<file path="config.mk">
export PLATFORM = sky130hd
export DESIGN_NAME = wireworld_generation_stream_top
export DESIGN_NICKNAME = d
export VERILOG_FILES = /design/src/ww_pkg.sv /design/src/ww_ram.sv /design/src/ww_pos_ctrl.sv /design/src/ww_window.sv /design/src/wireworld_generation_stream_top.sv
export SDC_FILE = /design/constraint.sdc
export NUM_CORES = 1
export LEC_CHECK = 0
export BUFFER_PORTS_ARGS = -buffer_cell sky130_fd_sc_hd__buf_2
export CORE_MARGIN = 2
export CORE_UTILIZATION = 65
export CTS_CLUSTER_SIZE = 40
export DETAILED_ROUTE_END_ITERATION = 10
export GPL_ROUTABILITY_DRIVEN = 0
export PLACE_DENSITY = 0.78
export SLEW_MARGIN = 20
export SYNTH_ARGS = -nofsm -noshare
export SYNTH_HDL_FRONTEND = slang
export SYNTH_HIERARCHICAL = 1
export SYNTH_SLANG_ARGS = --single-unit
</file>
<file path="constraint.sdc">
create_clock -name aclk -period 9.75 [get_ports aclk]
set_input_delay 1.4625 -clock aclk [delete_from_list [all_inputs] [get_ports aclk]]
set_output_delay 1.4625 -clock aclk [all_outputs]
set_load 0.05 [all_outputs]
</file>
<file path="src/ww_pkg.sv">
// ============================================================================
// ww_pkg: shared types and constants for the Wireworld generation stream
// Cell codes, item structs, register indexes and default sizes.
// ============================================================================
`default_nettype none

package ww_pkg;

    // Default grid limits
    localparam int DEF_MAX_COLS = 64;
    localparam int DEF_MAX_ROWS = 64;

    // Configuration registers
    localparam int CFG_DATA_W = 7;
    localparam int CFG_IDX_W  = 1;
    localparam logic [CFG_IDX_W-1:0] REG_GRID_COLS = 1'd0;
    localparam logic [CFG_IDX_W-1:0] REG_GRID_ROWS = 1'd1;
    localparam logic [CFG_DATA_W-1:0] GRID_COLS_RESET = 7'd40;
    localparam logic [CFG_DATA_W-1:0] GRID_ROWS_RESET = 7'd40;
    localparam int COLS_MIN = 2;
    localparam int ROWS_MIN = 1;

    // Input item kinds
    localparam logic FUNC_CELL  = 1'b0;
    localparam logic FUNC_FLUSH = 1'b1;

    localparam int STATE_W = 2;
    localparam int IDX_W   = 6;

    typedef enum logic [STATE_W-1:0] {
        CELL_EMPTY  = 2'd0,
        CELL_HEAD   = 2'd1,
        CELL_TAIL   = 2'd2,
        CELL_COPPER = 2'd3
    } cell_t;

    typedef struct packed {
        logic               func;
        logic [STATE_W-1:0] cell_state;
    } in_item_t;

    typedef struct packed {
        logic [STATE_W-1:0] next_state;
        logic [IDX_W-1:0]   cell_row;
        logic [IDX_W-1:0]   cell_col;
        logic               frame_end;
    } out_item_t;

    // Position info of one item, from the raster counters to the window stage
    typedef struct packed {
        logic             emit;
        logic             last;
        logic             up;
        logic             down;
        logic             left;
        logic             right;
        logic [IDX_W-1:0] row;
        logic [IDX_W-1:0] col;
    } pos_t;

endpackage

`default_nettype wire

</file>
<file path="src/ww_ram.sv">
// ============================================================================
// ww_ram: generic simple dual-port RAM
// One write port, one read port with enable and registered read data.
// ============================================================================
`default_nettype none

module ww_ram #(
    parameter int WIDTH = 4,
    parameter int DEPTH = 64
) (
    input  wire logic                     clk,
    input  wire logic                     wr_en,
    input  wire logic [$clog2(DEPTH)-1:0] wr_addr,
    input  wire logic [WIDTH-1:0]         wr_data,
    input  wire logic                     rd_en,
    input  wire logic [$clog2(DEPTH)-1:0] rd_addr,
    output logic      [WIDTH-1:0]         rd_data
);

    logic [WIDTH-1:0] mem_reg [DEPTH];

    always_ff @(posedge clk) begin
        if (wr_en) begin
            mem_reg[wr_addr] <= wr_data;
        end
        if (rd_en) begin
            rd_data <= mem_reg[rd_addr];
        end
    end

endmodule

`default_nettype wire

</file>
<file path="src/ww_pos_ctrl.sv">
// ============================================================================
// ww_pos_ctrl: raster position counters
// Tracks the row/column of the incoming item and derives the emitted cell.
// ============================================================================
`default_nettype none

module ww_pos_ctrl #(
    parameter int MAX_COLS = ww_pkg::DEF_MAX_COLS,
    parameter int MAX_ROWS = ww_pkg::DEF_MAX_ROWS
) (
    input  wire logic                              clk,
    input  wire logic                              rst_n,
    input  wire logic [ww_pkg::CFG_DATA_W-1:0]     cfg_cols,
    input  wire logic [ww_pkg::CFG_DATA_W-1:0]     cfg_rows,
    input  wire logic                              accept,
    output ww_pkg::pos_t                           pos,
    output logic      [$clog2(MAX_COLS)-1:0]       col_addr
);

    localparam int CW = $clog2(MAX_COLS + 1);
    localparam int RW = $clog2(MAX_ROWS + 3);
    localparam int AW = $clog2(MAX_COLS);

    logic [CW-1:0] cols;
    logic [RW-1:0] rows;
    logic [CW-1:0] cnt_c_reg;
    logic [RW-1:0] cnt_r_reg;
    logic [CW-1:0] cur_c;
    logic [RW-1:0] cur_r;
    logic [CW-1:0] inc_c;
    logic [CW-1:0] nxt_c;
    logic [RW-1:0] nxt_r;
    logic [CW-1:0] c;
    logic [RW-1:0] r;
    logic          emit;
    logic          last;

    // clamp sizes into the supported range
    always_comb begin
        priority if (cfg_cols < ww_pkg::CFG_DATA_W'(ww_pkg::COLS_MIN)) begin
            cols = CW'(ww_pkg::COLS_MIN);
        end else if (32'(cfg_cols) > 32'(MAX_COLS)) begin
            cols = CW'(MAX_COLS);
        end else begin
            cols = CW'(cfg_cols);
        end
        priority if (cfg_rows < ww_pkg::CFG_DATA_W'(ww_pkg::ROWS_MIN)) begin
            rows = RW'(ww_pkg::ROWS_MIN);
        end else if (32'(cfg_rows) > 32'(MAX_ROWS)) begin
            rows = RW'(MAX_ROWS);
        end else begin
            rows = RW'(cfg_rows);
        end
    end

    always_comb begin
        // a stale column count (width shrank) wraps first
        if (cnt_c_reg >= cols) begin
            cur_c = '0;
            cur_r = cnt_r_reg + RW'(1);
        end else begin
            cur_c = cnt_c_reg;
            cur_r = cnt_r_reg;
        end
        inc_c = cur_c + CW'(1);
        if (inc_c >= cols) begin
            nxt_c = '0;
            nxt_r = cur_r + RW'(1);
        end else begin
            nxt_c = inc_c;
            nxt_r = cur_r;
        end

        emit = (cur_r >= RW'(2)) || ((cur_r == RW'(1)) && (cur_c != '0));
        if (cur_c != '0) begin
            r = cur_r - RW'(1);
            c = cur_c - CW'(1);
        end else begin
            r = cur_r - RW'(2);
            c = cols - CW'(1);
        end
        last = emit && ((r + RW'(1)) >= rows) && ((c + CW'(1)) == cols);

        pos.emit  = emit;
        pos.last  = last;
        pos.up    = (r != '0);
        pos.down  = (r + RW'(1)) < rows;
        pos.left  = (c != '0);
        pos.right = (c + CW'(1)) < cols;
        pos.row   = ww_pkg::IDX_W'(r);
        pos.col   = ww_pkg::IDX_W'(c);
    end

    assign col_addr = cur_c[AW-1:0];

    always_ff @(posedge clk) begin
        if (!rst_n) begin
            cnt_c_reg <= '0;
            cnt_r_reg <= '0;
        end else if (accept) begin
            if (last) begin
                cnt_c_reg <= '0;
                cnt_r_reg <= '0;
            end else begin
                cnt_c_reg <= nxt_c;
                cnt_r_reg <= nxt_r;
            end
        end
    end

endmodule

`default_nettype wire

</file>
<file path="src/ww_window.sv">
// ============================================================================
// ww_window: 3x3 window, Wireworld rule and output register
// Takes the line-buffer read, shifts the window, writes the buffers back.
// ============================================================================
`default_nettype none

module ww_window #(
    parameter int MAX_COLS = ww_pkg::DEF_MAX_COLS
) (
    input  wire logic                                clk,
    input  wire logic                                rst_n,
    input  wire logic                                accept,
    input  wire ww_pkg::pos_t                        pos,
    input  wire logic [$clog2(MAX_COLS)-1:0]         col_addr,
    input  wire logic [ww_pkg::STATE_W-1:0]          cell_in,
    input  wire logic [2*ww_pkg::STATE_W-1:0]        rd_data,
    input  wire logic                                m_ready,
    output logic                                     take_ok,
    output logic                                     wr_en,
    output logic      [$clog2(MAX_COLS)-1:0]         wr_addr,
    output logic      [2*ww_pkg::STATE_W-1:0]        wr_data,
    output logic                                     m_valid,
    output ww_pkg::out_item_t                        m_item
);

    localparam int AW  = $clog2(MAX_COLS);
    localparam int SW  = ww_pkg::STATE_W;
    localparam int TOP = 0;
    localparam int MID = 1;
    localparam int BOT = 2;

    logic                b_vld_reg;
    ww_pkg::pos_t        b_pos_reg;
    logic [AW-1:0]       b_addr_reg;
    logic [SW-1:0]       b_v_reg;
    logic [SW-1:0]       col_a_reg [3];   // oldest column
    logic [SW-1:0]       col_b_reg [3];   // middle column, holds the center
    logic                o_vld_reg;
    ww_pkg::out_item_t   o_item_reg;

    logic [SW-1:0] above;
    logic [SW-1:0] mid;
    logic          b_adv;
    logic [3:0]    heads;
    logic [SW-1:0] next_state;

    assign above = rd_data[SW-1:0];
    assign mid   = rd_data[2*SW-1:SW];

    assign b_adv   = b_vld_reg && (!b_pos_reg.emit || !o_vld_reg || m_ready);
    assign take_ok = !b_vld_reg || b_adv;

    // buffer shift: above <= middle, middle <= new cell
    assign wr_en   = b_adv;
    assign wr_addr = b_addr_reg;
    assign wr_data = {b_v_reg, mid};

    always_comb begin
        heads = 4'(b_pos_reg.up && b_pos_reg.left && (col_a_reg[TOP] == ww_pkg::CELL_HEAD))
              + 4'(b_pos_reg.up && (col_b_reg[TOP] == ww_pkg::CELL_HEAD))
              + 4'(b_pos_reg.up && b_pos_reg.right && (above == ww_pkg::CELL_HEAD))
              + 4'(b_pos_reg.left && (col_a_reg[MID] == ww_pkg::CELL_HEAD))
              + 4'(b_pos_reg.right && (mid == ww_pkg::CELL_HEAD))
              + 4'(b_pos_reg.down && b_pos_reg.left && (col_a_reg[BOT] == ww_pkg::CELL_HEAD))
              + 4'(b_pos_reg.down && (col_b_reg[BOT] == ww_pkg::CELL_HEAD))
              + 4'(b_pos_reg.down && b_pos_reg.right && (b_v_reg == ww_pkg::CELL_HEAD));
    end

    always_comb begin
        unique case (ww_pkg::cell_t'(col_b_reg[MID]))
            ww_pkg::CELL_EMPTY: begin
                next_state = ww_pkg::CELL_EMPTY;
            end
            ww_pkg::CELL_HEAD: begin
                next_state = ww_pkg::CELL_TAIL;
            end
            ww_pkg::CELL_TAIL: begin
                next_state = ww_pkg::CELL_COPPER;
            end
            ww_pkg::CELL_COPPER: begin
                next_state = ((heads == 4'd1) || (heads == 4'd2)) ? ww_pkg::CELL_HEAD
                                                                  : ww_pkg::CELL_COPPER;
            end
        endcase
    end

    always_ff @(posedge clk) begin
        if (!rst_n) begin
            b_vld_reg <= 1'b0;
            o_vld_reg <= 1'b0;
            for (int i = 0; i < 3; i++) begin
                col_a_reg[i] <= ww_pkg::CELL_EMPTY;
                col_b_reg[i] <= ww_pkg::CELL_EMPTY;
            end
        end else begin
            if (accept) begin
                b_vld_reg <= 1'b1;
            end else if (b_adv) begin
                b_vld_reg <= 1'b0;
            end

            if (b_adv) begin
                for (int i = 0; i < 3; i++) begin
                    col_a_reg[i] <= col_b_reg[i];
                end
                col_b_reg[TOP] <= above;
                col_b_reg[MID] <= mid;
                col_b_reg[BOT] <= b_v_reg;
            end

            if (b_adv && b_pos_reg.emit) begin
                o_vld_reg <= 1'b1;
            end else if (m_ready) begin
                o_vld_reg <= 1'b0;
            end
        end
    end

    // payload registers
    always_ff @(posedge clk) begin
        if (accept) begin
            b_pos_reg  <= pos;
            b_addr_reg <= col_addr;
            b_v_reg    <= cell_in;
        end
        if (b_adv && b_pos_reg.emit) begin
            o_item_reg.next_state <= next_state;
            o_item_reg.cell_row   <= b_pos_reg.row;
            o_item_reg.cell_col   <= b_pos_reg.col;
            o_item_reg.frame_end  <= b_pos_reg.last;
        end
    end

    assign m_valid = o_vld_reg;
    assign m_item  = o_item_reg;

endmodule

`default_nettype wire

</file>
<file path="src/wireworld_generation_stream_top.sv">
// ============================================================================
// wireworld_generation_stream_top: Wireworld next-generation stream
// Raster cells in, next-generation cells out one row and one cell behind.
// ============================================================================
//
//  channel | ports                          | moves
//  --------+--------------------------------+-----------------------------------
//  input   | s_valid, s_ready, s_item       | one cell or flush item per handshake
//  result  | m_valid, m_ready, m_item       | one next-generation cell with row/col
//  config  | cfg_wr_en, cfg_wr_index, _data | register write, no wait, no read-back
//
//  One item per cycle sustained while results are taken. An item's handshake
//  loads the line-buffer read and the window stage; its window/rule result is
//  then loaded into the output register, from which it is taken.
//  After reset a clearing pass writes every line-buffer entry to empty, one per
//  cycle: s_ready stays low until the pass ends. Config writes are taken then.
//  A stalled result holds the window stage; input is still taken while the
//  window stage is empty or its item makes no result.
//
`default_nettype none

module wireworld_generation_stream_top #(
    parameter int MAX_COLS = ww_pkg::DEF_MAX_COLS,
    parameter int MAX_ROWS = ww_pkg::DEF_MAX_ROWS
) (
    input  wire logic                              aclk,
    input  wire logic                              aresetn,
    // input items
    input  wire logic                              s_valid,
    output logic                                   s_ready,
    input  wire ww_pkg::in_item_t                  s_item,
    // result items
    output logic                                   m_valid,
    input  wire logic                              m_ready,
    output ww_pkg::out_item_t                      m_item,
    // configuration writes
    input  wire logic                              cfg_wr_en,
    input  wire logic [ww_pkg::CFG_IDX_W-1:0]      cfg_wr_index,
    input  wire logic [ww_pkg::CFG_DATA_W-1:0]     cfg_wr_data
);

    localparam int AW = $clog2(MAX_COLS);
    localparam int SW = ww_pkg::STATE_W;

    logic [ww_pkg::CFG_DATA_W-1:0] cfg_cols_reg;
    logic [ww_pkg::CFG_DATA_W-1:0] cfg_rows_reg;

    // clearing pass over the line buffers
    logic          clr_busy_reg;
    logic [AW-1:0] clr_addr_reg;

    logic          accept;
    logic          take_ok;
    ww_pkg::pos_t  pos;
    logic [AW-1:0] col_addr;
    logic [SW-1:0] cell_in;

    // line buffers share one RAM: [2*SW-1:SW] middle row, [SW-1:0] row above
    logic            win_wr_en;
    logic [AW-1:0]   win_wr_addr;
    logic [2*SW-1:0] win_wr_data;
    logic            ram_wr_en;
    logic [AW-1:0]   ram_wr_addr;
    logic [2*SW-1:0] ram_wr_data;
    logic [2*SW-1:0] ram_rd_data;

    always_ff @(posedge aclk) begin
        if (!aresetn) begin
            cfg_cols_reg <= ww_pkg::GRID_COLS_RESET;
            cfg_rows_reg <= ww_pkg::GRID_ROWS_RESET;
        end else if (cfg_wr_en) begin
            unique case (cfg_wr_index)
                ww_pkg::REG_GRID_COLS: begin
                    cfg_cols_reg <= cfg_wr_data;
                end
                ww_pkg::REG_GRID_ROWS: begin
                    cfg_rows_reg <= cfg_wr_data;
                end
            endcase
        end
    end

    always_ff @(posedge aclk) begin
        if (!aresetn) begin
            clr_busy_reg <= 1'b1;
            clr_addr_reg <= '0;
        end else if (clr_busy_reg) begin
            clr_addr_reg <= clr_addr_reg + AW'(1);
            if (clr_addr_reg == AW'(MAX_COLS - 1)) begin
                clr_busy_reg <= 1'b0;
            end
        end
    end

    assign s_ready = !clr_busy_reg && take_ok;
    assign accept  = s_valid && s_ready;

    // flush items enter the buffers as empty cells
    assign cell_in = (s_item.func == ww_pkg::FUNC_FLUSH) ? ww_pkg::CELL_EMPTY
                                                         : s_item.cell_state;

    ww_pos_ctrl #(
        .MAX_COLS (MAX_COLS),
        .MAX_ROWS (MAX_ROWS)
    ) u_pos (
        .clk      (aclk),
        .rst_n    (aresetn),
        .cfg_cols (cfg_cols_reg),
        .cfg_rows (cfg_rows_reg),
        .accept   (accept),
        .pos      (pos),
        .col_addr (col_addr)
    );

    // Consecutive items never share a column (width is at least two), and a
    // write-back lands no later than the edge the next item is read, so no forwarding.
    assign ram_wr_en   = clr_busy_reg || win_wr_en;
    assign ram_wr_addr = clr_busy_reg ? clr_addr_reg : win_wr_addr;
    assign ram_wr_data = clr_busy_reg ? '0 : win_wr_data;

    ww_ram #(
        .WIDTH (2 * SW),
        .DEPTH (MAX_COLS)
    ) u_line_ram (
        .clk     (aclk),
        .wr_en   (ram_wr_en),
        .wr_addr (ram_wr_addr),
        .wr_data (ram_wr_data),
        .rd_en   (accept),
        .rd_addr (col_addr),
        .rd_data (ram_rd_data)
    );

    ww_window #(
        .MAX_COLS (MAX_COLS)
    ) u_window (
        .clk      (aclk),
        .rst_n    (aresetn),
        .accept   (accept),
        .pos      (pos),
        .col_addr (col_addr),
        .cell_in  (cell_in),
        .rd_data  (ram_rd_data),
        .m_ready  (m_ready),
        .take_ok  (take_ok),
        .wr_en    (win_wr_en),
        .wr_addr  (win_wr_addr),
        .wr_data  (win_wr_data),
        .m_valid  (m_valid),
        .m_item   (m_item)
    );

endmodule

`default_nettype wire

</file>
# After elaboration in Yosys (flattened, before gate mapping)
# Memory sizes are Yosys's and may differ from the RTL's. A register that Yosys moved wholly into a read port is not among the register bits.
# Index checks and enable logic that the tools add are counted.
# word_totals
regBits,78
latchBits,0
memories,3
mem_bits_ro,0
ramBits,268
out_inout_bits,17
# memory_table
name,depth,width,rd,rd_clocked_by_memory_dff,wr,line_no,source
u_line_ram.mem_reg,64,4,1,1,1,ww_ram.sv:20,logic [WIDTH-1:0] mem_reg [DEPTH];
u_window.col_a_reg,3,2,3,0,3,ww_window.sv:36,logic [SW-1:0] col_a_reg [3];
u_window.col_b_reg,3,2,3,0,3,ww_window.sv:37,logic [SW-1:0] col_b_reg [3];
# op_classes
n_eq_ne,16
n_mux,34
n_mul,0
n_shift,0
n_reduce_logical,37
add_sub_neg,17
bitwise,7
n_div,0
order_cmp,10
# op_table
cell,count
$mux W7,12
$add A7 B1 Y7 const B,5
$add A4 B1 Y4,6
$ge A7 B7 Y1,3
$reduce_bool A7 Y1,3
$sub A7 B1 Y7 const B,3
$logic_and A1 B1 Y1,19
$eq A2 B1 Y1 const B,9
$gt A7 B7 Y1 const B,2
$lt A7 B7 Y1,2
$mux W2,7
$mux W1,12
$pmux W2 S4,1
$eq A7 B1 Y1 const B,1
$eq A7 B7 Y1,1
$ge A7 B2 Y1 const B,1
$lt A7 B1 Y1 const B,1
$lt A7 B2 Y1 const B,1
$sub A7 B2 Y7 const B,1
$add A6 B1 Y6 const B,1
$eq A6 B6 Y1 const B,1
$logic_or A1 B1 Y1,6
$mux W6,1
$or A1 B1 Y1,6
10 further kinds,16

# Depth between registers and ports, before layout
# Gate-level depths: netlist (run 1).
# An unclocked memory read counts as a cell.
# logic_depth
depth_word,14
depth_mapped,30

# Hierarchy
# Netlist (run 1), hierarchy kept.
# by_module_without_submodules
mod,n_inst,area_each_um2,cells_each
ww_ram,1,10447.5,521
ww_pos_ctrl,1,2371.0,299
ww_window,1,2090.8,108
wireworld_generation_stream_top,1,952.2,108

# Least setup slack after synthesis (run 1)
# Ideal clock, no wire load.
# synth_timing
path_kind,register -> register
start,register cfg_cols_reg[6] in the netlist's numbering
end,register u_pos.cnt_c_reg[0]
synth_period_minus_slack_ns,5.742
path_stages_with_launch,30
slack_ns,4.008
n_path_buf,4
setup_time_ns,0.060
t_required_ns,9.690
arrival_ns,5.683
path_cell_list,dfxtp_1 -> inv_1 -> clkbuf_1 -> nand2_1 -> ha_1 -> a211oi_2 -> o21bai_2 -> a21oi_2 -> buf_2 -> and2_1 -> inv_1 -> ha_1 -> and4b_1 -> a21o_4 -> buf_2 -> xnor2_1 -> ha_1 -> o2111ai_2 -> and4b_1 -> a31oi_1 -> xor2_1 -> ha_1 -> nand4_1 -> o21ai_0 -> nor2_1 -> o21ai_0 -> and3_1 -> buf_2 -> nor3_4 -> a22o_1
# synth_lines
item,line_no,source
start: declaration,wireworld_generation_stream_top.sv:45,logic [ww_pkg::CFG_DATA_W-1:0] cfg_cols_reg;
start signal: assignment,wireworld_generation_stream_top.sv:69,cfg_cols_reg <= ww_pkg::GRID_COLS_RESET;
start signal: assignment,wireworld_generation_stream_top.sv:74,cfg_cols_reg <= cfg_wr_data;
end signal: assignment,ww_pos_ctrl.sv:105,cnt_c_reg <= nxt_c;
end: declaration,ww_pos_ctrl.sv:26,logic [CW-1:0] cnt_c_reg;

==> impl_table.tex, run 1 <==
\begin{tabular}{lr}
\hline
Metric & Value \\
\hline
\multicolumn{2}{l}{\textbf{Critical path}} \\
\quad Required time of the critical path & 10.15 ns \\
\quad Internal reg-to-reg setup slack & 2.68 ns \\
\quad Reg-to-reg startpoint & cfg\_cols\_reg[4] \\
\quad Worst Reg-to-Reg Cells & 27 \\
\quad Worst path depth & 27 \\
\quad Reg-to-reg critical path endpoint & u\_pos/cnt\_r\_reg[3] \\
\quad Kind of critical path & register to register \\
\quad Crit path launch type & register \\
\quad CP Max Fanout & 61 \\
\quad Crit-path most repeated cell & sky130\_fd\_sc\_hd\_\_ha\_1 \\
\quad Slowest cell on the critical path & sky130\_fd\_sc\_hd\_\_buf\_4 \\
\quad Largest delay contributor family on the critical path & simple AND/OR/NAND/NOR gates \\
\quad Worst endpoint data arrival time & 7.46 ns \\
\quad Combined buffer and inverter count along the critical path & 2 \\
\quad CP Capture Type & register \\
\quad Largest stage delay on the critical path & 0.63 ns \\
\multicolumn{2}{l}{\textbf{Place}} \\
\quad Number of I/O port buffers & 32 \\
\quad Placed Cells & 1356 \\
\quad Estimated wirelength of the detail-placed design & 21.4 mm \\
\quad Worst-case setup slack after placement & 2.72 ns \\
\multicolumn{2}{l}{\textbf{Global routing}} \\
\quad Wire length of the first global-routing pass & 51.5 mm \\
\quad Number of global-route vias before repair & 9042 \\
\quad Layer with the highest usage & met2 \\
\quad Met3 usage & 3.25\% \\
\quad Leftover overflow at the end of global routing & 0 \\
\quad Met2 capacity usage during global routing & 46.3\% \\
\quad Pin count of the biggest net entering global routing & 65 \\
\quad Antenna violations before repair & 0 \\
\quad Overall fraction of global-route tracks in use & 26.4\% \\
\quad Global-route track usage on met1 & 35.2\% \\
\multicolumn{2}{l}{\textbf{Synthesis}} \\
\quad Mean area per synthesized cell & 15.3 µm² \\
\quad EDFF count, synth & 313 \\
\quad Number of unique standard cell types used by synthesis & 89 \\
\quad Synthesized instance count & 1036 \\
\quad Area share of the largest cell type after synthesis & 59.3\% \\
\quad Part of the Yosys area used for sequential elements & 63.9\% \\
\quad Predominant post-synthesis flop cell & sky130\_fd\_sc\_hd\_\_edfxtp\_1 \\
\quad Synthesis warning total & 6 \\
\quad Top cell type by total area after synthesis & sky130\_fd\_sc\_hd\_\_edfxtp\_1 \\
\quad Post-synthesis net count & 1101 \\
\quad Register bit total from synthesis & 350 \\
\quad Post-synthesis async set-or-reset flop share & 0\% \\
\quad Summed instance area of the synthesized netlist & 15900 µm² \\
\quad Largest cells by area after synthesis & sky130\_fd\_sc\_hd\_\_edfxtp\_1 59\%, sky130\_fd\_sc\_hd\_\_mux4\_2 6.5\%, sky130\_fd\_sc\_hd\_\_dfxtp\_1 4.7\%, sky130\_fd\_sc\_hd\_\_ha\_1 3.5\%, sky130\_fd\_sc\_hd\_\_mux4\_1 3.1\% \\
\multicolumn{2}{l}{\textbf{Detailed routing}} \\
\quad Overall routed net length & 33.2 mm \\
\quad Per-cell routed wire length & 23.4 µm \\
\quad Count of nets left with antenna violations after detail routing & 0 \\
\quad First-pass detailed-route iteration total & 5 \\
\quad Overall via count from detail\_route & 9043 \\
\quad DRC & 0 \\
\quad Post-DR vias/cell & 6.37 \\
\quad DRC violation total after the first TritonRoute iteration & 1185 \\
\multicolumn{2}{l}{\textbf{Clock network}} \\
\quad Clock buffer count from CTS & 35 \\
\quad Number of buffers inserted by post-CTS setup repair & 0 \\
\quad Skew-Pair Late Insertion Delay & 0.52 ns \\
\quad Clock tree from TritonCTS & built \\
\quad TritonCTS sink count & 350 \\
\quad Max H-tree Level & 2 \\
\quad Quantity of hold-fixing buffers added after cts & 0 \\
\quad Maximum root-to-sink buffer count & 3 \\
\quad Resized cells post-CTS & 0 \\
\quad Clock-pin slew of the registers on the worst-case setup and hold paths & 0.06 ns \\
\quad Clock tree root driver cell & sky130\_fd\_sc\_hd\_\_clkbuf\_16 \\
\multicolumn{2}{l}{\textbf{Pwr}} \\
\quad Switching power summed over all nets & 632 µW \\
\quad Worst VDD drop & 0.000188 V \\
\quad Combinational fraction of design power & 3.8\% \\
\quad Areal power density over the cells & 176 nW/µm² \\
\quad Leakage Power & 0.00593 µW \\
\quad Power, Total & 3050 µW \\
\quad Proportion of power drawn by flip-flops and latches & 53.6\% \\
\quad Fraction of power spent switching nets & 20.7\% \\
\quad Relative contribution of the clock network to total power & 42.6\% \\
\quad Internal power summed over all cells & 2420 µW \\
\multicolumn{2}{l}{\textbf{Floorplan}} \\
\quad I/O pin count & 33 \\
\quad Site row count & 57 \\
\quad Effective utilization at floorplan & 65.8\% \\
\quad Core area & 24100 µm² \\
\quad Die extent in x & 160 µm \\
\quad Die outline height & 160 µm \\
\quad DIE AREA & 25700 µm² \\
\multicolumn{2}{l}{\textbf{Hold path}} \\
\quad Number of cells on the worst hold path & 0 \\
\quad Worst Hold Class & register to register \\
\quad Endpoint of the worst hold-timing path & u\_window/m\_item[2] \\
\quad Critical hold path startpoint & u\_window/b\_pos\_reg[1] \\
\multicolumn{2}{l}{\textbf{Finish}} \\
\quad Number of non-filler instances in the completed layout & 1419 \\
\quad Diode insertion count for antenna repair & 0 \\
\quad Layout overhead on the synthesized area & 9.25\% \\
\quad Commonest non-fill, non-tap cell in the layout & sky130\_fd\_sc\_hd\_\_edfxtp\_1 \\
\quad Fraction of layout cells with a size suffix above 1 & 17.7\% \\
\quad Commonest cells after routing, fill and taps aside & 313 x sky130\_fd\_sc\_hd\_\_edfxtp\_1, 97 x sky130\_fd\_sc\_hd\_\_nor2\_1, 64 x sky130\_fd\_sc\_hd\_\_nand2\_1, 46 x sky130\_fd\_sc\_hd\_\_mux4\_2, 45 x sky130\_fd\_sc\_hd\_\_ha\_1 \\
\quad Total number of nets in the final design & 1134 \\
\quad Largest register FFs & 256 \\
\quad Fillers & 1508 \\
\multicolumn{2}{l}{\textbf{STA}} \\
\quad Final-report setup violation count & 0 \\
\quad Final critical-path required period & 7.07 ns \\
\quad F\_max & 0.141 GHz \\
\quad Slew of the pin with the lowest slew margin & 0.987 ns \\
\quad Smallest setup slack after layout & 2.68 ns \\
\quad Setup TNS & 0 ns \\
\quad Remaining max-slew budget at the tightest pin & 34.1\% \\
\quad Final worst-path cycle share & 72.5\% \\
\quad Final setup skew & 0.0187 ns \\
\quad Number of max-slew violations in the final report & 0 \\
\quad Setup repair after global routing missed its margin & no \\
\quad Final Hold Fails & 0 \\
\quad Worst slack on hold paths & 0.418 ns \\
\multicolumn{2}{l}{\textbf{Outcome}} \\
\quad Status & finished, final reports clean \\
\multicolumn{2}{l}{\textbf{Job}} \\
\quad Max capacitance violation total & 0 \\
\hline
\end{tabular}
-- power by group through the flow --
stage	clock network [µW]	registers (µW)	logic, µW
4_1_cts	1320	1630	115
6_report	1300	1630	116
2_1_floorplan	0	1660	82.0
3_5_place_dp	0	1660	114
5_1_grt	1370	1630	127
3_3_place_gp	0	1660	110
-- worst max path at each step --
stage	slack (ns)	end	start
global route	2.16	u_pos/cnt_r_reg[4]	cfg_cols_reg[5]
finish	2.68	u_pos/cnt_r_reg[3]	cfg_cols_reg[4]
CTS	2.69	u_pos/cnt_c_reg[1]	cfg_cols_reg[4]
detailed placement	2.72	u_pos/cnt_c_reg[1]	cfg_cols_reg[4]
floorplan	4.01	u_pos/cnt_c_reg[0]	cfg_cols_reg[6]
global placement	3.05	u_pos/cnt_r_reg[6]	cfg_cols_reg[4]
-- layout make-up --
cell class                 instances  area, µm²  area share [%]
sequential                       350      10100            58.5
multi-input combinational        611       5320            30.7
clock buffer                      43        947            5.47
tap                              324        405            2.34
timing repair buffer              42        235            1.36
clock inverter                    20        166           0.960
inverter                          29        110           0.635
-- metrics by stage --
stage               instance area [µm²]  utilization, %
finish                            17300            71.9
global route                      17300            71.9
CTS                               17300            71.9
detailed placement                16200            67.3
global placement                  16200            67.3
floorplan                         15900               -
-- per-layer routing --
layer	vias to the layer above	part of all wire (%)	wire (µm)
li1	4072	-	-
met1	4459	39	12900
met2	442	52	17200
met3	70	7.0	2330
met4	0	2.6	870
met5	-	0	0
-- cell families after synthesis --
| kind of cell | count (synthesis) | synth area share, % |
|---|---|---|
| XOR/XNOR | 39 | 2.20 |
| adder cells (fa/ha/maj) | 49 | 4.05 |
| AND/OR/NAND/NOR | 319 | 10.3 |
| multiplexers | 78 | 10.5 |
| AO/OA/AOI/OAI | 126 | 6.24 |
| flip-flops | 350 | 63.9 |
| buffers and inverters | 75 | 2.71 |
-- synthesized netlist by cell type (all sizes together), types with 20 or more instances --
library cell	n
nand2	64
dfxtp	37
and2	25
nor2b	22
inv	28
buf	28
nand3	42
xnor2	23
a21oi	20
edfxtp	313
ha	45
nor2	97
mux4	65
Power figures use the tool's default switching activity.
==> run 2: changes to the inputs <==
CORE_UTILIZATION = 57   (was 65)
PLACE_DENSITY = 0.72   (was 0.78)
clock period = 5.8 ns   (was 9.75 ns; I/O delays follow)
==> run 2 against run 1 <==
Clock power up 61%. Critical path type unchanged. Register-to-register slack got worse by 2.3 ns. Worst hold slack lost 0.0077 ns. Wire length down 2.1%. Combinational power is 72% higher. Sequential cell count stayed put. Setup slack got worse by 2.3 ns. Power rose by 65%. Critical path depth is 2 lower.
==> impl_table.tex, run 2 (synthesized netlist as in run 1, its figures left out) <==
\begin{tabular}{lr}
\hline
Metric & Value \\
\hline
\multicolumn{2}{l}{\textbf{STA}} \\
\quad Number of max-slew violations in the final report & 0 (unchanged) \\
\quad Worst slack on hold paths & 0.411 ns (-0.00766 ns) \\
\quad Smallest setup slack after layout & 0.406 ns (-2.28 ns) \\
\quad Setup TNS & 0 ns (unchanged) \\
\quad Final setup skew & 0.0166 ns (-0.00207 ns) \\
\quad Setup repair after global routing missed its margin & no \\
\quad Final Hold Fails & 0 (unchanged) \\
\quad Slew of the pin with the lowest slew margin & 0.962 ns (-0.0247 ns) \\
\quad F\_max & 0.185 GHz (+31\%) \\
\quad Remaining max-slew budget at the tightest pin & 35.8\% (+1.6 points) \\
\quad Final critical-path required period & 5.39 ns (-1.67 ns) \\
\quad Final worst-path cycle share & 93.0\% (+21 points) \\
\quad Final-report setup violation count & 0 (unchanged) \\
\multicolumn{2}{l}{\textbf{Place}} \\
\quad Number of I/O port buffers & 32 (unchanged) \\
\quad Worst-case setup slack after placement & 0.0934 ns (-2.62 ns) \\
\quad Placed inst area & 16400 µm² (+0.92\%) \\
\quad Estimated wirelength of the detail-placed design & 21.5 mm (+0.47\%) \\
\multicolumn{2}{l}{\textbf{Finish}} \\
\quad Fillers & 1977 (+31\%) \\
\quad Sequential cell area in the final layout & 10100 µm² (unchanged) \\
\quad Total number of nets in the final design & 1153 (+1.7\%) \\
\quad Layout overhead on the synthesized area & 10.7\% \\
\quad Largest register FFs & 256 (unchanged) \\
\quad Diode insertion count for antenna repair & 0 (unchanged) \\
\quad Commonest non-fill, non-tap cell in the layout & sky130\_fd\_sc\_hd\_\_edfxtp\_1 \\
\quad Multi-input gate area in the final layout & 5400 µm² (+1.5\%) \\
\quad Commonest cells after routing, fill and taps aside & 313 x sky130\_fd\_sc\_hd\_\_edfxtp\_1, 96 x sky130\_fd\_sc\_hd\_\_nor2\_1, 64 x sky130\_fd\_sc\_hd\_\_nand2\_1, 46 x sky130\_fd\_sc\_hd\_\_mux4\_2, 44 x sky130\_fd\_sc\_hd\_\_ha\_1 \\
\quad Layout Cell Area excl Fill & 17600 µm² (+1.3\%) \\
\quad Fraction of layout cells with a size suffix above 1 & 19.3\% (+1.5 points) \\
\multicolumn{2}{l}{\textbf{Detailed routing}} \\
\quad Overall via count from detail\_route & 8895 (-1.6\%) \\
\quad First-pass detailed-route iteration total & 5 (unchanged) \\
\quad Post-DR vias/cell & 5.97 (-6.3\%) \\
\quad DRC & 0 (unchanged) \\
\quad Overall routed net length & 32.5 mm (-2.1\%) \\
\quad Per-cell routed wire length & 21.8 µm (-6.7\%) \\
\quad DRC violation total after the first TritonRoute iteration & 696 (-41\%) \\
\quad Count of nets left with antenna violations after detail routing & 0 (unchanged) \\
\multicolumn{2}{l}{\textbf{Hold path}} \\
\quad Worst Hold Class & register to register \\
\quad Endpoint of the worst hold-timing path & u\_window/m\_item[2] \\
\quad Number of cells on the worst hold path & 0 (unchanged) \\
\quad Critical hold path startpoint & u\_window/b\_pos\_reg[1] \\
\multicolumn{2}{l}{\textbf{Clock network}} \\
\quad Clock tree root driver cell & sky130\_fd\_sc\_hd\_\_clkbuf\_16 \\
\quad Clock-pin slew of the registers on the worst-case setup and hold paths & 0.06 ns (about the same) \\
\quad Maximum root-to-sink buffer count & 3 (unchanged) \\
\quad Quantity of hold-fixing buffers added after cts & 0 (unchanged) \\
\quad Clock tree from TritonCTS & built \\
\quad Skew-Pair Late Insertion Delay & 0.51 ns (about the same) \\
\quad TritonCTS sink count & 350 (unchanged) \\
\quad Clock buffer count from CTS & 36 (+2.9\%) \\
\quad Max H-tree Level & 2 (unchanged) \\
\multicolumn{2}{l}{\textbf{Critical path}} \\
\quad Slowest cell on the critical path & sky130\_fd\_sc\_hd\_\_dfxtp\_1 \\
\quad Crit path launch type & register \\
\quad Kind of critical path & register to register \\
\quad CP Max Fanout & 7 (-89\%) \\
\quad Worst Reg-to-Reg Cells & 25 (-7.4\%) \\
\quad Required time of the critical path & 6.20 ns (-3.95 ns) \\
\quad Reg-to-reg critical path endpoint & u\_pos/cnt\_r\_reg[4] \\
\quad Largest delay contributor family on the critical path & simple AND/OR/NAND/NOR gates \\
\quad Reg-to-reg startpoint & cfg\_cols\_reg[5] \\
\quad Worst endpoint data arrival time & 5.79 ns (-1.67 ns) \\
\quad CP Capture Type & register \\
\quad Internal reg-to-reg setup slack & 0.41 ns (-2.28 ns) \\
\quad Largest stage delay on the critical path & 0.34 ns (-0.29 ns) \\
\quad Crit-path most repeated cell & sky130\_fd\_sc\_hd\_\_ha\_1 \\
\quad Combined buffer and inverter count along the critical path & 2 (unchanged) \\
\multicolumn{2}{l}{\textbf{Floorplan}} \\
\quad Site row count & 61 (+7.0\%) \\
\quad Core area & 27600 µm² (+14\%) \\
\quad Effective utilization at floorplan & 57.6\% (-8.2 points) \\
\quad I/O pin count & 33 (unchanged) \\
\quad Die extent in x & 171 µm (+6.6\%) \\
\quad Die outline height & 171 µm (+6.6\%) \\
\quad DIE AREA & 29200 µm² (+14\%) \\
\multicolumn{2}{l}{\textbf{Global routing}} \\
\quad Overall fraction of global-route tracks in use & 22.7\% (-3.7 points) \\
\quad Leftover overflow at the end of global routing & 0 (unchanged) \\
\quad Pin count of the biggest net entering global routing & 65 (unchanged) \\
\quad Number of global-route vias before repair & 8811 (-2.6\%) \\
\quad Antenna violations before repair & 0 (unchanged) \\
\quad Wire length of the first global-routing pass & 49.8 mm (-3.3\%) \\
\multicolumn{2}{l}{\textbf{Pwr}} \\
\quad Worst VDD drop & 0.000299 V (+59\%) \\
\quad Leakage Power & 0.00621 µW (+4.8\%) \\
\quad Power, Total & 5030 µW (+65\%) \\
\quad Areal power density over the cells & 287 nW/µm² (+63\%) \\
\multicolumn{2}{l}{\textbf{Outcome}} \\
\quad Status & finished, final reports clean \\
\multicolumn{2}{l}{\textbf{Job}} \\
\quad Max capacitance violation total & 0 (unchanged) \\
\hline
\end{tabular}
## run 2: changes by cell type in the layout (fill, tap and decap cells not counted), sizes merged
cell / before / now
bufinv: 2 / 1
clkbuf: 43 / 48
inv: 29 / 28
clkinv: 16 / 11
buf: 42 / 60
## run 2: repair_timing
| item | 4_1_cts | 5_1_grt |
|---|---|---|
| endpoints found under the setup margin | 0 | 15 |
| resized for setup | 0 | 18 |
| buffers inserted | 0 | 9 |
## run 2: per-layer routing
layer,track usage [%],part of all wire [%],vias to the layer above
li1,-,-,4094
met1,29.5,40,4431
met2,38.9,50,303
met3,3.96,6.5,67
met4,7.89,3.3,0
met5,0,0,-
## run 2: where the power goes
part           internal, µW  switching, µW
registers              2730           12.1
logic                  77.9            121
clock network          1190            898
## run 2: how the worst max path moves through the flow
stage	start	endpoint	slack, ns	depth (start not counted)
after floorplan	cfg_cols_reg[6]	u_pos/cnt_c_reg[0]	0.06	29
after global placement	cfg_cols_reg[5]	u_pos/cnt_c_reg[6]	0.26	26
after detailed placement	cfg_cols_reg[6]	u_pos/cnt_c_reg[4]	0.09	24
after CTS	cfg_cols_reg[6]	u_pos/cnt_c_reg[4]	0.04	24
after global routing	cfg_cols_reg[5]	u_pos/cnt_c_reg[4]	0.02	26
final	cfg_cols_reg[5]	u_pos/cnt_r_reg[4]	0.41	25
## run 2: metrics by stage
| step | std cells | util [%] |
|---|---|---|
| 6_report | 1489 | 63.7 |
| 5_1_grt | 1489 | 63.7 |
| 4_1_cts | 1480 | 63.2 |
| 3_5_place_dp | 1419 | 59.4 |
| 3_3_place_gp | 1419 | 59.4 |
| 2_1_floorplan | 1036 | - |
## run 2: cell type report
cell class | count | share of cell area [%]
well taps | 378 | 2.69
repair buffers | 60 | 2.18
multi-input cells | 611 | 30.8
clock buffers | 48 | 5.39
inverters | 29 | 0.656
clock inverters | 13 | 0.570
flip-flops and latches | 350 | 57.7
==> run 3: changes to the inputs <==
CORE_MARGIN = 5   (was 2)
==> run 3 against run 2 <==
Register-to-register slack lost 0.06 ns. Utilization is 0.29 points higher. Die area increased by 7.1%. Critical endpoint unchanged.
==> impl_table.tex, run 3 (synthesized netlist as in run 1, its figures left out) <==
\begin{tabular}{lr}
\hline
Metric & Value \\
\hline
\multicolumn{2}{l}{\textbf{Outcome}} \\
\quad Status & finished, final reports clean \\
\multicolumn{2}{l}{\textbf{Detailed routing}} \\
\quad Met3 routed wirelength & 2.03 mm (-4.1\%) \\
\quad Amount of wire on met2 after detailed routing & 16.5 mm (+1.4\%) \\
\quad Overall routed net length & 32.7 mm (+0.45\%) \\
\quad Uppermost metal layer occupied by signal nets & met4 \\
\quad Post-DR vias/cell & 5.99 (+0.29\%) \\
\quad Per-cell routed wire length & 21.8 µm (about the same) \\
\quad Routed met1 length & 13.1 mm (+0.14\%) \\
\quad First-pass detailed-route iteration total & 7 (+2) \\
\quad Count of nets left with antenna violations after detail routing & 0 (unchanged) \\
\quad Overall via count from detail\_route & 8963 (+0.76\%) \\
\quad DRC & 0 (unchanged) \\
\quad DRC violation total after the first TritonRoute iteration & 666 (-4.3\%) \\
\multicolumn{2}{l}{\textbf{Critical path}} \\
\quad CP Capture Type & register \\
\quad Slowest cell on the critical path & sky130\_fd\_sc\_hd\_\_dfxtp\_1 \\
\quad Largest stage delay on the critical path & 0.34 ns (about the same) \\
\quad Worst Reg-to-Reg Cells & 24 (-4.0\%) \\
\quad Crit path launch type & register \\
\quad Required time of the critical path & 6.22 ns (+0.02 ns) \\
\quad Kind of critical path & register to register \\
\quad Largest delay contributor family on the critical path & simple AND/OR/NAND/NOR gates \\
\quad Combined buffer and inverter count along the critical path & 1 (-1) \\
\quad Crit-path most repeated cell & sky130\_fd\_sc\_hd\_\_ha\_1 \\
\quad Worst endpoint data arrival time & 5.87 ns (+0.08 ns) \\
\quad Crit-path cells & nor4\_2, nand2b\_1, and3\_1, ha\_1, nor2b\_2, o21ai\_4, a21oi\_4, nand2\_1, ha\_2, and4b\_2, a21o\_4, buf\_4, a22oi\_2, ha\_1, xnor2\_1, and3\_1, nand3\_1, xnor2\_1, ha\_1, nand4\_1, nor2\_1, and3\_2, nor4b\_2, o31a\_1 \\
\quad Worst path depth & 24 (-4.0\%) \\
\quad CP Max Fanout & 7 (unchanged) \\
\multicolumn{2}{l}{\textbf{Clock network}} \\
\quad Clock-pin slew of the registers on the worst-case setup and hold paths & 0.06 ns (about the same) \\
\quad Clock tree from TritonCTS & built \\
\quad Max H-tree Level & 2 (unchanged) \\
\quad Maximum root-to-sink buffer count & 3 (unchanged) \\
\quad Quantity of hold-fixing buffers added after cts & 0 (unchanged) \\
\quad Clock tree root driver cell & sky130\_fd\_sc\_hd\_\_clkbuf\_16 \\
\quad Skew-Pair Late Insertion Delay & 0.53 ns (+0.02 ns) \\
\quad TritonCTS sink count & 350 (unchanged) \\
\quad Clock buffer count from CTS & 37 (+2.8\%) \\
\multicolumn{2}{l}{\textbf{Floorplan}} \\
\quad Core area & 27600 µm² (+0.28\%) \\
\quad DIE AREA & 31300 µm² (+7.1\%) \\
\quad I/O pin count & 33 (unchanged) \\
\quad Site row count & 61 (unchanged) \\
\quad Effective utilization at floorplan & 57.4\% (-0.16 points) \\
\quad Die extent in x & 177 µm (+3.5\%) \\
\quad Die outline height & 177 µm (+3.5\%) \\
\multicolumn{2}{l}{\textbf{STA}} \\
\quad Final setup skew & 0.0152 ns (-0.00141 ns) \\
\quad Slew of the pin with the lowest slew margin & 0.940 ns (-0.0222 ns) \\
\quad Final worst-path cycle share & 94.1\% (+1.1 points) \\
\quad Final critical-path required period & 5.46 ns (+0.0635 ns) \\
\quad Final Hold Fails & 0 (unchanged) \\
\quad Smallest setup slack after layout & 0.342 ns (-0.0635 ns) \\
\quad Final-report setup violation count & 0 (unchanged) \\
\quad Remaining max-slew budget at the tightest pin & 37.3\% (+1.5 points) \\
\quad Number of max-slew violations in the final report & 0 (unchanged) \\
\quad F\_max & 0.183 GHz (-1.2\%) \\
\multicolumn{2}{l}{\textbf{Finish}} \\
\quad Layout overhead on the synthesized area & 11.5\% \\
\quad Commonest non-fill, non-tap cell in the layout & sky130\_fd\_sc\_hd\_\_edfxtp\_1 \\
\quad Total number of nets in the final design & 1155 (+0.17\%) \\
\quad Fraction of layout cells with a size suffix above 1 & 19.7\% (+0.42 points) \\
\quad Number of non-filler instances in the completed layout & 1496 (+0.47\%) \\
\quad Commonest cells after routing, fill and taps aside & 313 x sky130\_fd\_sc\_hd\_\_edfxtp\_1, 96 x sky130\_fd\_sc\_hd\_\_nor2\_1, 64 x sky130\_fd\_sc\_hd\_\_nand2\_1, 46 x sky130\_fd\_sc\_hd\_\_mux4\_2, 44 x sky130\_fd\_sc\_hd\_\_ha\_1 \\
\quad Diode insertion count for antenna repair & 0 (unchanged) \\
\quad Largest register FFs & 256 (unchanged) \\
\multicolumn{2}{l}{\textbf{Global routing}} \\
\quad Antenna violations before repair & 0 (unchanged) \\
\quad Wire length of the first global-routing pass & 50.3 mm (+1.1\%) \\
\quad Leftover overflow at the end of global routing & 0 (unchanged) \\
\quad Number of global-route vias before repair & 8963 (+1.7\%) \\
\quad Overall fraction of global-route tracks in use & 21.0\% (-1.7 points) \\
\quad Pin count of the biggest net entering global routing & 65 (unchanged) \\
\multicolumn{2}{l}{\textbf{Pwr}} \\
\quad Worst VDD drop & 0.000263 V (-12\%) \\
\quad Leakage Power & 0.00627 µW (+1.0\%) \\
\quad Areal power density over the cells & 297 nW/µm² (+3.6\%) \\
\multicolumn{2}{l}{\textbf{Place}} \\
\quad Estimated wirelength of the detail-placed design & 21.6 mm (+0.19\%) \\
\quad Worst-case setup slack after placement & 0.182 ns (+0.0885 ns) \\
\quad Placed Cells & 1420 (+0.070\%) \\
\quad Number of I/O port buffers & 32 (unchanged) \\
\multicolumn{2}{l}{\textbf{Hold path}} \\
\quad Worst Hold Class & register to register \\
\quad Number of cells on the worst hold path & 0 (unchanged) \\
\multicolumn{2}{l}{\textbf{Job}} \\
\quad Max capacitance violation total & 0 (unchanged) \\
\hline
\end{tabular}
==> run 3: cell count changes in the layout (fill, tap and decap cells not counted), sizes merged <==
| cell | change |
|---|---|
| inv | +2 |
| bufinv | +3 |
| clkinv | +1 |
| buf | +1 |
| clkbuf | +1 |
| clkinvlp | -1 |
==> run 3: path summary, 6_finish.rpt <==
check / startpoint / to / slack [ns]
max: cfg_cols_reg[5] / u_pos/cnt_r_reg[4] / 0.34
max reg2reg: cfg_cols_reg[5] / u_pos/cnt_r_reg[4] / 0.34
min: u_window/b_pos_reg[0] / u_window/m_item[1] / 0.41
min reg2reg: u_window/b_pos_reg[0] / u_window/m_item[1] / 0.41
==> run 3: worst reg2reg max path: stages (launching register included) <==
cell	delay, ns
sky130_fd_sc_hd__dfxtp_1	0.34
sky130_fd_sc_hd__nor4_2	0.33
sky130_fd_sc_hd__nand2b_1	0.08
sky130_fd_sc_hd__and3_1	0.25
sky130_fd_sc_hd__ha_1	0.30
sky130_fd_sc_hd__nor2b_2	0.17
sky130_fd_sc_hd__o21ai_4	0.12
sky130_fd_sc_hd__a21oi_4	0.20
sky130_fd_sc_hd__nand2_1	0.16
sky130_fd_sc_hd__ha_2	0.25
sky130_fd_sc_hd__and4b_2	0.28
sky130_fd_sc_hd__a21o_4	0.23
sky130_fd_sc_hd__buf_4	0.14
sky130_fd_sc_hd__a22oi_2	0.32
sky130_fd_sc_hd__ha_1	0.28
sky130_fd_sc_hd__xnor2_1	0.16
sky130_fd_sc_hd__and3_1	0.23
sky130_fd_sc_hd__nand3_1	0.10
sky130_fd_sc_hd__xnor2_1	0.15
sky130_fd_sc_hd__ha_1	0.31
sky130_fd_sc_hd__nand4_1	0.10
sky130_fd_sc_hd__nor2_1	0.17
sky130_fd_sc_hd__and3_2	0.31
sky130_fd_sc_hd__nor4b_2	0.08
sky130_fd_sc_hd__o31a_1	0.28
==> run 3: report_power, final <==
group / leakage (µW) / internal (µW) / switching, µW
combinational: 0.00231 / 76.4 / 120
sequential: 0.00339 / 2730 / 11.6
clock: 0.000578 / 1380 / 933
total: 0.00627 / 4190 / 1060
==> run 3: routing by layer <==
layer / vias to the layer above / GRT usage, %
met4: 0 / 6.83
met3: 84 / 3.57
met1: 4439 / 27.0
met5: - / 0
li1: 4121 / -
met2: 319 / 36.7
==> run 3: cell type report <==
type | count | area, µm²
sequential | 350 | 10100
fill | 2003 | 9940
multi-input combinational | 611 | 5380
tap | 378 | 473
clock buffer | 49 | 981
inverter | 29 | 115
timing repair buffer | 61 | 390
clock inverter | 18 | 204
==> run 3: metrics by stage <==
stage	setup TNS (ns)	cell area, µm²	hold slack [ns]	utilization (%)	power [µW]
2_1_floorplan	0	15900	0.400	-	2930
3_3_place_gp	0	16400	0.400	59.3	2980
3_5_place_dp	0	16400	0.405	59.3	2990
4_1_cts	0	17600	0.415	63.5	5290
5_1_grt	-0.192	17700	0.420	64.0	5440
6_report	0	17700	0.414	64.0	5250
==> run 3: what timing repair did <==
item | 4_1_cts | 5_1_grt
setup endpoints to repair | 0 | 15
buffers inserted | 0 | 9
gates resized for setup | 0 | 15
